==> src/wbrp_pkg.sv <==
`default_nettype none

package wbrp_pkg;

  // Address bytes at the head of every block
  localparam int unsigned ADDR_BYTES = 4;
  // Header size: address plus the 16-bit length
  localparam logic [11:0] HDR_BYTES  = 12'(ADDR_BYTES + 2);

  localparam int unsigned IN_DATA_W  = 8;
  localparam int unsigned OUT_DATA_W = 96;
  localparam int unsigned OUT_USER_W = 3;
  localparam int unsigned REQ_LEN_W  = 12;

  // Configuration register indexes
  localparam logic CFG_MASKED_MODE    = 1'b0;
  localparam logic CFG_REQUEST_LENGTH = 1'b1;

  typedef enum logic [2:0] {
    PH_ADDR   = 3'd0,
    PH_LEN    = 3'd1,
    PH_DATA   = 3'd2,
    PH_DATA_M = 3'd3,
    PH_MASK   = 3'd4
  } phase_e;

  typedef enum logic [2:0] {
    KIND_HEADER  = 3'd0,
    KIND_START   = 3'd1,
    KIND_DATA    = 3'd2,
    KIND_MASK    = 3'd3,
    KIND_ERROR   = 3'd4,
    KIND_IGNORED = 3'd5
  } kind_e;

  typedef struct packed {
    logic [11:0] bytes_seen;
    phase_e      phase;
    logic [15:0] phase_count;
    logic [31:0] address;
    logic [15:0] length;
    logic        invalid;
    logic        finished;
    logic [15:0] reply_total;
  } pstate_t;

  typedef struct packed {
    kind_e       kind;
    logic [31:0] block_address;
    logic [15:0] block_length;
    logic [7:0]  byte_value;
    logic [15:0] byte_offset;
    logic        request_done;
    logic        request_invalid;
    logic [15:0] reply_size;
  } result_t;

  localparam pstate_t PSTATE_CLEAR = '{
    bytes_seen:  12'd0,
    phase:       PH_ADDR,
    phase_count: 16'd0,
    address:     32'd0,
    length:      16'd0,
    invalid:     1'b0,
    finished:    1'b0,
    reply_total: 16'd0
  };

endpackage

`default_nettype wire

==> src/wbrp_parse.sv <==
`default_nettype none

// One parse step: next parser state and the tag for the byte
module wbrp_parse (
  input  wbrp_pkg::pstate_t st_i,
  input  logic [7:0]        byte_i,
  input  logic              masked_mode_i,
  input  logic [11:0]       request_length_i,
  output wbrp_pkg::pstate_t st_o,
  output wbrp_pkg::result_t res_o
);

  logic [11:0] rem;
  logic [11:0] rem_inc;
  logic [11:0] seen_inc;
  logic [16:0] cnt_inc;
  logic [15:0] len_next;
  logic [16:0] need;
  logic        end_reached;
  wbrp_pkg::kind_e kind;
  logic [7:0]  val;
  logic [15:0] off;

  assign seen_inc    = st_i.bytes_seen + 12'd1;
  assign rem         = (request_length_i > st_i.bytes_seen) ?
                       (request_length_i - st_i.bytes_seen) : 12'd0;
  assign rem_inc     = (request_length_i > seen_inc) ? (request_length_i - seen_inc) : 12'd0;
  assign cnt_inc     = {1'b0, st_i.phase_count} + 17'd1;
  assign len_next    = {st_i.length[7:0], byte_i};
  assign need        = masked_mode_i ? {len_next, 1'b0} : {1'b0, len_next};
  assign end_reached = (seen_inc >= request_length_i);

  always_comb begin
    st_o = st_i;
    kind = wbrp_pkg::KIND_IGNORED;
    val  = 8'd0;
    off  = 16'd0;
    if (!st_i.finished && !st_i.invalid) begin
      case (st_i.phase)
        wbrp_pkg::PH_ADDR: begin
          if (st_i.phase_count == 16'd0 && rem < wbrp_pkg::HDR_BYTES) begin
            st_o.invalid  = 1'b1;
            st_o.finished = 1'b1;
            kind          = wbrp_pkg::KIND_ERROR;
          end else begin
            if (st_i.phase_count == 16'd0) begin
              st_o.address = {24'd0, byte_i};
              st_o.length  = 16'd0;
            end else begin
              st_o.address = {st_i.address[23:0], byte_i};
            end
            st_o.bytes_seen = seen_inc;
            if (cnt_inc >= 17'(wbrp_pkg::ADDR_BYTES)) begin
              st_o.phase       = wbrp_pkg::PH_LEN;
              st_o.phase_count = 16'd0;
            end else begin
              st_o.phase_count = cnt_inc[15:0];
            end
            kind = wbrp_pkg::KIND_HEADER;
          end
        end
        wbrp_pkg::PH_LEN: begin
          st_o.length      = len_next;
          st_o.bytes_seen  = seen_inc;
          st_o.phase_count = cnt_inc[15:0];
          if (cnt_inc < 17'd2) begin
            kind = wbrp_pkg::KIND_HEADER;
          end else if (need > {5'd0, rem_inc}) begin
            st_o.invalid  = 1'b1;
            st_o.finished = 1'b1;
            kind          = wbrp_pkg::KIND_ERROR;
          end else begin
            st_o.reply_total = st_i.reply_total + 16'(wbrp_pkg::HDR_BYTES);
            st_o.phase_count = 16'd0;
            kind             = wbrp_pkg::KIND_START;
            // a zero-length block closes at its own start byte
            if (len_next == 16'd0) begin
              st_o.phase    = wbrp_pkg::PH_ADDR;
              st_o.finished = end_reached;
            end else begin
              st_o.phase = masked_mode_i ? wbrp_pkg::PH_DATA_M : wbrp_pkg::PH_DATA;
            end
          end
        end
        wbrp_pkg::PH_DATA, wbrp_pkg::PH_DATA_M, wbrp_pkg::PH_MASK: begin
          kind = (st_i.phase == wbrp_pkg::PH_MASK) ? wbrp_pkg::KIND_MASK
                                                   : wbrp_pkg::KIND_DATA;
          val              = byte_i;
          off              = st_i.phase_count;
          st_o.bytes_seen  = seen_inc;
          st_o.phase_count = cnt_inc[15:0];
          if (cnt_inc >= {1'b0, st_i.length}) begin
            st_o.phase_count = 16'd0;
            if (st_i.phase == wbrp_pkg::PH_DATA_M) begin
              st_o.phase = wbrp_pkg::PH_MASK;
            end else begin
              st_o.phase    = wbrp_pkg::PH_ADDR;
              st_o.finished = end_reached;
            end
          end
        end
        default: begin
          st_o.phase       = wbrp_pkg::PH_ADDR;
          st_o.phase_count = 16'd0;
        end
      endcase
    end
  end

  always_comb begin
    res_o.kind            = kind;
    res_o.block_address   = st_o.address;
    res_o.block_length    = st_o.length;
    res_o.byte_value      = val;
    res_o.byte_offset     = off;
    res_o.request_done    = st_o.finished | st_o.invalid;
    res_o.request_invalid = st_o.invalid;
    res_o.reply_size      = st_o.reply_total;
  end

endmodule

`default_nettype wire

==> src/write_block_request_parser_core.sv <==
`default_nettype none

// Write-block request parser: takes one request byte per transfer and returns one tagged
// result per byte (header, block start, data, mask, error or ignored) along with the
// current block address and length, the offset of data and mask bytes, the reply size and
// the done/invalid flags. Throughput is one byte per clock unless m_axis_tready holds the
// result back; a byte's result is presented from the result register: the byte waits in the
// input register while the single parse step runs on the parser state, and moves into the
// result register once it is free. Writing request_length restarts parsing; masked_mode
// is sampled at each block start. Write configuration only while no byte is in flight.
module write_block_request_parser_core (
  input  wire logic        clk_i,
  input  wire logic        rst_ni,
  // slave side: tdata = request_byte[7:0]
  input  wire logic        s_axis_tvalid,
  output logic             s_axis_tready,
  input  wire logic [wbrp_pkg::IN_DATA_W-1:0] s_axis_tdata,
  // master side
  output logic             m_axis_tvalid,
  input  wire logic        m_axis_tready,
  // tdata = block_address[31:0], block_length[47:32], byte_value[55:48],
  //         byte_offset[71:56], request_invalid[72], reply_size[88:73], zero[95:89]
  output logic [wbrp_pkg::OUT_DATA_W-1:0] m_axis_tdata,
  // tuser = byte_kind[2:0]
  output logic [wbrp_pkg::OUT_USER_W-1:0] m_axis_tuser,
  // tlast = request_done
  output logic             m_axis_tlast,
  // configuration write port
  input  wire logic        cfg_we_i,
  input  wire logic        cfg_idx_i,
  input  wire logic [wbrp_pkg::REQ_LEN_W-1:0] cfg_data_i
);

  logic        masked_q;
  logic [11:0] req_len_q;
  logic        cfg_clear;

  logic        in_valid_q;
  logic [7:0]  in_byte_q;
  logic        out_valid_q;
  logic        out_free;
  logic        fire;

  wbrp_pkg::pstate_t st_q;
  wbrp_pkg::pstate_t st_d;
  wbrp_pkg::result_t res_d;
  wbrp_pkg::result_t res_q;

  assign cfg_clear     = cfg_we_i && (cfg_idx_i == wbrp_pkg::CFG_REQUEST_LENGTH);
  assign out_free      = !out_valid_q || m_axis_tready;
  assign fire          = in_valid_q && out_free;
  assign s_axis_tready = !in_valid_q || fire;

  always_ff @(posedge clk_i or negedge rst_ni) begin
    if (!rst_ni) begin
      masked_q  <= 1'b0;
      req_len_q <= 12'd1;
    end else if (cfg_we_i) begin
      if (cfg_idx_i == wbrp_pkg::CFG_MASKED_MODE) begin
        masked_q <= cfg_data_i[0];
      end else begin
        req_len_q <= cfg_data_i;
      end
    end
  end

  // input register
  always_ff @(posedge clk_i or negedge rst_ni) begin
    if (!rst_ni) begin
      in_valid_q <= 1'b0;
    end else if (s_axis_tready) begin
      in_valid_q <= s_axis_tvalid;
    end
  end

  always_ff @(posedge clk_i) begin
    if (s_axis_tvalid && s_axis_tready) begin
      in_byte_q <= s_axis_tdata;
    end
  end

  wbrp_parse u_parse (
    .st_i             (st_q),
    .byte_i           (in_byte_q),
    .masked_mode_i    (masked_q),
    .request_length_i (req_len_q),
    .st_o             (st_d),
    .res_o            (res_d)
  );

  // parser state: advance on every parsed byte, restart on a new request length
  always_ff @(posedge clk_i or negedge rst_ni) begin
    if (!rst_ni) begin
      st_q <= wbrp_pkg::PSTATE_CLEAR;
    end else if (cfg_clear) begin
      st_q <= wbrp_pkg::PSTATE_CLEAR;
    end else if (fire) begin
      st_q <= st_d;
    end
  end

  // result register
  always_ff @(posedge clk_i or negedge rst_ni) begin
    if (!rst_ni) begin
      out_valid_q <= 1'b0;
    end else if (out_free) begin
      out_valid_q <= in_valid_q;
    end
  end

  always_ff @(posedge clk_i) begin
    if (fire) begin
      res_q <= res_d;
    end
  end

  assign m_axis_tvalid = out_valid_q;
  assign m_axis_tuser  = res_q.kind;
  assign m_axis_tlast  = res_q.request_done;
  assign m_axis_tdata  = {7'd0, res_q.reply_size, res_q.request_invalid, res_q.byte_offset,
                          res_q.byte_value, res_q.block_length, res_q.block_address};

  // an error always stops parsing with the request marked done
  a_invalid_done: assert property (@(posedge clk_i) disable iff (!rst_ni)
    out_valid_q && res_q.request_invalid |-> res_q.request_done)
    else $error("invalid result without done");

  a_error_flags: assert property (@(posedge clk_i) disable iff (!rst_ni)
    out_valid_q && res_q.kind == wbrp_pkg::KIND_ERROR |-> res_q.request_invalid)
    else $error("error byte without invalid flag");

  // once invalid, only a restart clears it
  a_invalid_sticky: assert property (@(posedge clk_i) disable iff (!rst_ni)
    st_q.invalid && !cfg_clear |=> st_q.invalid)
    else $error("invalid flag dropped without restart");

  a_offset_in_block: assert property (@(posedge clk_i) disable iff (!rst_ni)
    out_valid_q && (res_q.kind == wbrp_pkg::KIND_DATA || res_q.kind == wbrp_pkg::KIND_MASK)
    |-> res_q.byte_offset < res_q.block_length)
    else $error("payload offset beyond block length");

endmodule

`default_nettype wire
==> config.mk <==
export PLATFORM = sky130hd
export DESIGN_NAME = write_block_request_parser_core
export DESIGN_NICKNAME = d
export VERILOG_FILES = /design/src/wbrp_pkg.sv /design/src/wbrp_parse.sv /design/src/write_block_request_parser_core.sv
export SDC_FILE = /design/constraint.sdc
export NUM_CORES = 1
export LEC_CHECK = 0
export ABC_AREA = 1
export BUFFER_PORTS_ARGS = -buffer_cell sky130_fd_sc_hd__buf_2
export CORE_UTILIZATION = 45
export DETAILED_ROUTE_END_ITERATION = 10
export PLACE_DENSITY = 0.66
export SETUP_SLACK_MARGIN = 0.5
export SYNTH_ARGS = -nofsm -noshare
export SYNTH_HDL_FRONTEND = slang
export SYNTH_SLANG_ARGS = --single-unit
==> constraint.sdc <==
create_clock -name clk_i -period 10.5 [get_ports clk_i]
set_input_delay 0.525 -clock clk_i [delete_from_list [all_inputs] [get_ports clk_i]]
set_output_delay 0.525 -clock clk_i [all_outputs]
set_load 0.05 [all_outputs]
Word level (Yosys, flattened, before mapping)
Index checks and enable logic that the tools add are counted.
{ "word_totals": {"word_cells": 106, "output_inout_bits": 102, "regBits": 213} }
{ "classes": {"bitwise_logic": 2, "addsub": 5, "eq_ne": 9, "mux": 36, "n_lt_le_gt_ge": 8, "reduce_logical": 25} }
{ "ops": {"columns": ["operator", "count"], "rows": [
  ["two-way mux 97 bit", 3],
  ["two-way mux 79 bit", 1],
  ["two-way mux 16 bit", 4],
  ["two-way mux 32 bit", 2],
  ["two-way mux 19 bit", 3],
  ["one-hot mux 19 bit (3 select lines)", 1],
  ["one-hot mux 17 bit (2 select lines)", 1],
  ["zero test 16 bit", 2],
  ["> comparator 12 bit", 2],
  ["two-way mux 12 bit", 2],
  ["one-hot mux 12 bit (2 select lines)", 1],
  ["subtractor 12 bit", 2],
  ["two-way mux 18 bit", 1],
  ["two-way mux 3 bit", 6],
  ["adder 16 x 1 -> 17 bit (second input constant)", 1],
  ["greater-or-equal comparator 17 x 16 -> 1 bit", 1],
  ["greater-or-equal comparator 17 x 3 -> 1 bit (second input constant)", 1],
  ["> comparator 17 x 12 -> 1 bit", 1],
  ["< comparator 17 x 2 -> 1 bit (second input constant)", 1],
  ["two-way mux 17 bit", 1],
  ["adder 16 x 3 -> 16 bit (second input constant)", 1],
  ["adder 12 x 1 -> 12 bit (second input constant)", 1],
  ["greater-or-equal comparator 12 bit", 1],
  ["< comparator 12 x 3 -> 1 bit (second input constant)", 1],
  ["23 further kinds", 44]
]} }

Depth between registers and ports, before layout
Gate-level depths: netlist of run 1.
{ "logic_depth": {"word_depth": 10, "depth_mapped": 36} }

By module
Synthesis of run 1 repeated with hierarchy kept, for this count alone.
{ "hier_totals": {"hier_cells": 1689, "area_unflattened_um2": 13759.4} }
{ "modules_own_cells": {"columns": ["module", "n_inst", "cells_per_inst", "area_each_um2", "seq_area_each_um2"], "rows": [
  ["write_block_request_parser_core", 1, 617, 7842.5, 5836.8],
  ["wbrp_parse", 1, 1072, 5916.9, 0.0]
]} }

Worst setup path before layout of run 1
No wires, ideal clock.
{ "synth_timing": {"kind": "register to register", "startpoint": "register st_q[87] (netlist bit)", "endpoint": "register res_q, in the netlist m_axis_tdata[88] (data pin)", "path_stages_with_launch": 26, "arrival_ns": 3.976, "path_buffers": 0, "period_less_slack_ns": 4.231, "t_required_ns": 10.245, "slack_ns": 6.269, "setup_time_ns": 0.255, "path_cell_list": "dfrtp_1 > inv_1 > nor3_1 > nand4_1 > nor2_1 > nand2_1 > xor2_1 > ha_1 > inv_1 > nor3_1 > nand3_1 > nand3_1 > nand2_1 > or2_2 > ha_1 > a21oi_1 > nor2_1 > nor2_1 > nand2_1 > nand2_1 > nand3_1 > nand2_2 > nand4_1 > nor2_2 > nand3_1 > and2_1"} }
{ "synth_lines": {"columns": ["element", "line_no", "text"], "rows": [
  ["start, declared", "write_block_request_parser_core.sv:44", "wbrp_pkg::pstate_t st_q;"],
  ["start signal, assigned", "write_block_request_parser_core.sv:94", "st_q <= wbrp_pkg::PSTATE_CLEAR;"],
  ["start signal, assigned", "write_block_request_parser_core.sv:96", "st_q <= wbrp_pkg::PSTATE_CLEAR;"],
  ["start signal, assigned", "write_block_request_parser_core.sv:98", "st_q <= st_d;"],
  ["end signal, assigned", "write_block_request_parser_core.sv:113", "res_q <= res_d;"],
  ["end, declared", "write_block_request_parser_core.sv:47", "wbrp_pkg::result_t res_q;"]
]} }

==> results of run 1 <==
## cell usage after synthesis, types with 6 or more instances
library cell,instances
ha_1,56
o22ai_1,24
dfrtp_1,110
nand3b_1,6
buf_2,7
edfxtp_1,100
nand2_2,6
nand4_1,47
or2_2,6
inv_1,218
clkbuf_1,34
nand2_1,588
a21oi_1,27
o21ai_0,72
buf_4,12
nand3_1,122
xor2_1,17
nor2_1,117
nor3_1,18
## routing by layer
metal / routed length, um / GRT usage (%)
met1: 15100 / 32.1
met2: 15300 / 38.7
met3: 1650 / 3.01
met4: 782 / 6.78
met5: 0 / 0
## critical path, stage by stage (launching register included)
cell	delay (ns)
dfrtp_1	0.39
inv_1	0.09
nor3_1	0.36
nand4_1	0.23
nor2_1	0.23
nand2_1	0.10
xor2_1	0.17
ha_1	0.32
inv_1	0.08
nor3_1	0.30
nand3_1	0.11
nand3_1	0.12
nand2_1	0.16
or2_2	0.33
ha_1	0.31
a21oi_1	0.14
nor2_1	0.05
nor2_1	0.09
nand2_1	0.06
nand2_1	0.06
nand3_1	0.08
nand2_2	0.19
inv_2	0.21
nor2_1	0.21
nand4_1	0.12
xnor2_1	0.20
## cell families after synthesis
family / Yosys count
AO/OA/AOI/OAI: 143
XOR/XNOR: 23
adder cells (fa/ha/maj): 58
buffers and inverters: 279
flip-flops: 211
other: 1
AND/OR/NAND/NOR: 933
## registers in the layout, indices dropped and copies added (netlist names)
signal / flops
m_axis_tuser: 3
m_axis_tdata: 88
req_len_q: 12
st_q: 96
m_axis_tlast: 1
in_valid_q: 1
masked_q: 1
in_byte_q: 8
m_axis_tvalid: 1
## final timing paths
path                                      start                to  slack (ns)  cells after the start
worst max-delay path                   st_q[87]  m_axis_tdata[85]        5.54                     25
worst min-delay path                     rst_ni          st_q[52]      -0.004                      1
worst max register to register         st_q[87]  m_axis_tdata[85]        5.54                     25
worst min register to register         st_q[65]          st_q[65]        0.48                      2
max in group asynchronous                rst_ni          st_q[77]        9.11                      2
min in group clk_i              s_axis_tdata[1]      in_byte_q[1]        0.20                      1
## stage by stage
step | instance area (sq um) | setup WS, ns | util, % | instances | hold WS [ns]
5_1_grt | 14200 | 5.03 | 52.3 | 2141 | 0.0248
3_5_place_dp | 13500 | 5.58 | 49.7 | 2100 | 0.466
4_1_cts | 14200 | 5.57 | 52.3 | 2141 | 0.00466
2_1_floorplan | 12600 | 6.27 | - | 1655 | 0.229
6_report | 14200 | 5.54 | 52.3 | 2141 | -0.00367
3_3_place_gp | 13500 | 5.67 | 49.7 | 2100 | 0.462
## layout make-up
type | instances | area (sq um)
fill | 2658 | 13000
sequential | 211 | 5780
multi-input combinational | 1165 | 5750
inverter | 224 | 843
timing repair buffer | 128 | 666
clock buffer | 28 | 594
tap | 372 | 465
clock inverter | 13 | 106
## power groups by stage
stage          sequential, W  clock [W]  combinational, W
2_1_floorplan        0.00136          0          0.000878
3_3_place_gp         0.00112          0           0.00148
3_5_place_dp         0.00112          0           0.00149
4_1_cts              0.00111   0.000788           0.00149
5_1_grt              0.00112   0.000823           0.00166
6_report             0.00111   0.000769           0.00150
==> flow_summary.yaml, run 1 <==
run_status:
  status: "finished with violations"
  violations: "hold timing"
synth:
  synth.cell_area_sq_um: 12600
  synth_top_family_by_area: "simple AND/OR/NAND/NOR gates"
  synth_area_per_cell_sq_um: 7.64
  synth_compound_area_share_pct: 6.32
  synth-edff-count: 100
  synthArstFlopShare_pct: 52.6
  post_synth_num_cell_types: 44
  syn_inst: 1648
  synth_seq_area_share_pct: 45.9
  synth_top_cell_by_area: "edfxtp_1"
  ys_ff_latch: 211
  synth_ff_type: "dfrtp_1"
  synth-simple-area-share_pct: 31.4
  yosys.area_share.adder_pct: 5.88
  synth_top_area_share_pct: 23.8
  synth_xor_area_share_pct: 1.72
  synth_mux_area_share_pct: 0
  synth_area_leaders: "edfxtp_1, dfrtp_1, nand2_1, inv_1, ha_1"
  ys_warn_count: 0
timing:
  slew_headroom_pct: 23.4
  finalClockSkew_ns: 0.0217
  min_period_ns: 4.96
  finalSetupTns_ns: 0
  maxSlewViolCount: 0
  whs_ns: -0.00367
  fmax_mhz: 201
  worst_pin_slew_ns: 1.15
  setup_viol: 0
  rsz0062_at_grt: "no"
  final_hold_viol_count: 2
  post-route-period-util_pct: 47.3
global_routing:
  grt_max_degree: 74
  grt_antenna_before_repair: 0
  overflow: 0
  grt.total_usage_pct: 23.4
  grt_pass1_vias: 10300
  grt_pass1_wl_um: 53200
clock_network:
  numCtsBuffers: 23
  clockBufferDepth: 3
  cts_setup_buffers: 0
  clock_sinks: 211
  htree_levels: 1
  cts_root_buffer: "clkbuf_16"
  cts_resized: 0
  clk_pin_slew_ns: 0.06
  insertion_delay_ns: 0.52
  ctsHoldBuffers: 0
  cts_tree: "yes"
pwr:
  total_power_w: 0.00338
  p_per_area_nw_per_um2: 238
  ir_drop_mv: 0.117
  switchingPower_w: 0.00155
  power_frac_clock_pct: 22.8
  combPwrFrac_pct: 44.4
  seq_power_share_pct: 32.8
  power_leakage_nw: 7.20
  p_int_w: 0.00182
  p_sw_share_pct: 46.0
setup_path:
  crit_path_max_fanout: 17
  endpoint_kind: "flop"
  crit_type: "reg2reg"
  startpoint_type: "flop"
  worst_ep_required_time_ns: 10.76
  cp.arrival_ns: 5.23
floorplan:
  dieArea_sq_um: 28700
  die_h_um: 169
  core_sq_um: 27200
  io_pins: 128
  die_w_um: 169
  start_util_pct: 46.3
  rows: 60
cells_and_area:
  syn_to_final_growth_pct: 12.8
  final_cell_mix: "nand2_1, inv_1, nand3_1, buf_2, nor2_1"
  nets: 1837
  layout_commonest_cell: "nand2_1"
  drive_gt1_share_pct: 11.4
  diodes: 0
drt:
  wl_per_cell_um: 15.3
  via_count: 11022
  ant_nets: 0
  post_drt_via_cell_ratio: 5.15
  drc: 0
  drt_wl_total_um: 32800
  drt_iter0_drc: 943
  dr.pass1.iters: 5
placement:
  hpwlAfterDp_um: 23800
  place_congestion: 0.937
  portBuffers: 119
min_path:
  min_path_type: "in2async"
job:
  drv_cap: 0
Power figures use the tool's default switching activity.
==> run 2: changes to the inputs <==
Settings changed: PLACE_DENSITY 0.66 to 0.68.
Clock period 10.5 ns to 4.2 ns, I/O delays scaled along.
==> run 2 against run 1 <==
Against the previous run:
- the flow finishes with violations (setup timing)
- die area unchanged
- global-route usage up 0.57 points
- first-iteration DRC count up 7.6%
- via count up 5.0%
- core utilization up 5.0 points
- flip-flop and latch count unchanged
- sequential share of layout area down 3.6 points
- cell count up 4.7%
- clock power rose to 2.9 times the previous value
==> flow_summary.yaml, run 2 (same netlist as run 1, synthesis figures left out) <==
run_status:
  status: "finished with violations"
  violations: "setup timing"
clock_network:
  insertion_delay_ns: 0.54
  clk_pin_slew_ns: 0.06
  cts_root_buffer: "clkbuf_16"
  numCtsBuffers: 25
  cts_tree: "yes"
  clock_sinks: 211
  clockBufferDepth: 3
  htree_levels: 1
timing:
  worst_pin_slew_ns: 1.23
  maxSlewViolCount: 0
  min_period_ns: 4.22
  layout_setup_ws_ns: -0.0167
  slew_headroom_pct: 17.8
  rsz0062_at_grt: "yes"
  finalClockSkew_ns: 0.0127
  setup_viol: 2
  final_hold_viol_count: 0
  whs_ns: 0.228
  fmax_mhz: 237
  post-route-period-util_pct: 100
floorplan:
  die_h_um: 169
  io_pins: 128
  start_util_pct: 46.3
  dieArea_sq_um: 28700
  rows: 60
  die_w_um: 169
  core_sq_um: 27200
setup_path:
  startpoint_type: "flop"
  critPathSlowestCell: "dfrtp_1"
  r2r-start: "st_q[85]"
  endpoint_kind: "flop"
  crit_path_max_fanout: 7
  r2r_slack_ns: -0.02
  reg2reg_to: "m_axis_tdata[81]"
  cp.arrival_ns: 4.51
  slowest_delay_ns: 0.39
  worst_ep_required_time_ns: 4.49
  crit_start: "st_q[85]"
  worstRegToRegCells: 26
  worstSetupEndpoint: "m_axis_tdata[81]"
  crit_type: "reg2reg"
job:
  drv_cap: 0
global_routing:
  gr-max-usage-layer: "met2"
  globalRouteMet2Util_pct: 39.3
  grt.total_usage_pct: 24.0
  grt_max_degree: 57
  grt_pass1_wl_um: 54800
  overflow: 0
  grt_pass1_vias: 10728
  grtUsageMet1_pct: 32.9
  grtUsageMet3_pct: 3.54
  grt_antenna_before_repair: 0
drt:
  ant_nets: 0
  drt_wl_total_um: 34700
  via_count: 11569
  dr.pass1.iters: 6
  drc: 0
  post_drt_via_cell_ratio: 5.16
  drt_iter0_drc: 1015
  wl_per_cell_um: 15.5
cells_and_area:
  syn_to_final_growth_pct: 23.7
  top_register: "st_q"
  drive_gt1_share_pct: 17.7
  nets: 1934
  diodes: 0
  final_cell_mix: "nand2_1, inv_1, buf_2, nor2_1, dfrtp_1"
  largest_reg_flops: 96
  layout_commonest_cell: "nand2_1"
  finish.utilization_pct: 57.3
placement:
  portBuffers: 119
  hpwlAfterDp_um: 24200
  place_congestion: 0.945
pwr:
  combPwrFrac_pct: 48.3
  seq_power_share_pct: 28.7
  p_int_w: 0.00541
  switchingPower_w: 0.00425
  power_leakage_nw: 7.82
  p_sw_share_pct: 44.0
  power_frac_clock_pct: 23.0
  p_per_area_nw_per_um2: 620
  ir_drop_mv: 0.374
min_path:
  min_path_type: "in2async"
-- run 2: cell types whose count changed in the layout (fill, tap and decap cells not counted), sizes merged --
| cell | change |
|---|---|
| buf | +67 |
| clkinv | +1 |
| clkinvlp | -3 |
| nand4 | +1 |
| clkbuf | +6 |
| bufinv | +3 |
| dlygate4sd3 | +26 |
| inv | -1 |
-- run 2: how the worst min path moves through the flow --
stage / to / cells after the start
after floorplan: in_valid_q / 0
after global placement: st_q[62] / 1
after detailed placement: st_q[62] / 1
after CTS: st_q[56] / 2
after global routing: st_q[55] / 2
final: st_q[62] / 2
-- run 2: power groups by stage --
| stage | combinational [W] | sequential (W) | clock, W |
|---|---|---|---|
| 2_1_floorplan | 0.00226 | 0.00340 | 0 |
| 3_3_place_gp | 0.00390 | 0.00280 | 0 |
| 3_5_place_dp | 0.00393 | 0.00280 | 0 |
| 4_1_cts | 0.00413 | 0.00277 | 0.00227 |
| 5_1_grt | 0.00506 | 0.00280 | 0.00235 |
| 6_report | 0.00466 | 0.00277 | 0.00222 |
-- run 2: per-stage QoR --
step                      std cells  TNS [ns]  power (W)  setup slack, ns  cell area [sq um]
final                          2241   -0.0330    0.00965          -0.0167              15600
after detailed placement       2143     -4.47    0.00673           -0.180              13900
after global routing           2241    -12.27     0.0102           -0.324              15600
after floorplan                1655         0    0.00566            0.217              12700
after CTS                      2230         0    0.00917           0.0860              15200
after global placement         2143     -1.73    0.00670           -0.132              13900
-- run 2: final cells by class --
type                            instances  area [sq um]
Tap cell                              372           465
Inverter                              224           863
Fill cell                            2524         11600
Multi-Input combinational cell       1166          6140
Timing Repair Buffer                  222          1490
Clock inverter                         13           175
Sequential cell                       211          5780
Clock buffer                           33           656
-- run 2: repair_timing --
action                     4_1_cts  5_1_grt
gates resized for setup         34       60
setup endpoints to repair       55       67
buffers inserted                15        9
cloned                           0        2
hold endpoints to repair        60        0
hold buffers                    26        0
pin swaps                       33       28
-- run 2: worst max-delay path, delay by kind of cell (launching register included) --
family,cells,cell delay [ns]
AO/OA/AOI/OAI,2,0.19
XOR/XNOR,1,0.17
adder cells (fa/ha/maj),2,0.67
buffers and inverters,3,0.31
flip-flops,1,0.39
AND/OR/NAND/NOR,18,2.21
-- run 2: layer usage --
metal,share of wire (%),wire length (um)
met4,2.8,988
met5,0,0
met2,46,16000
met3,6.4,2230
met1,45,15500
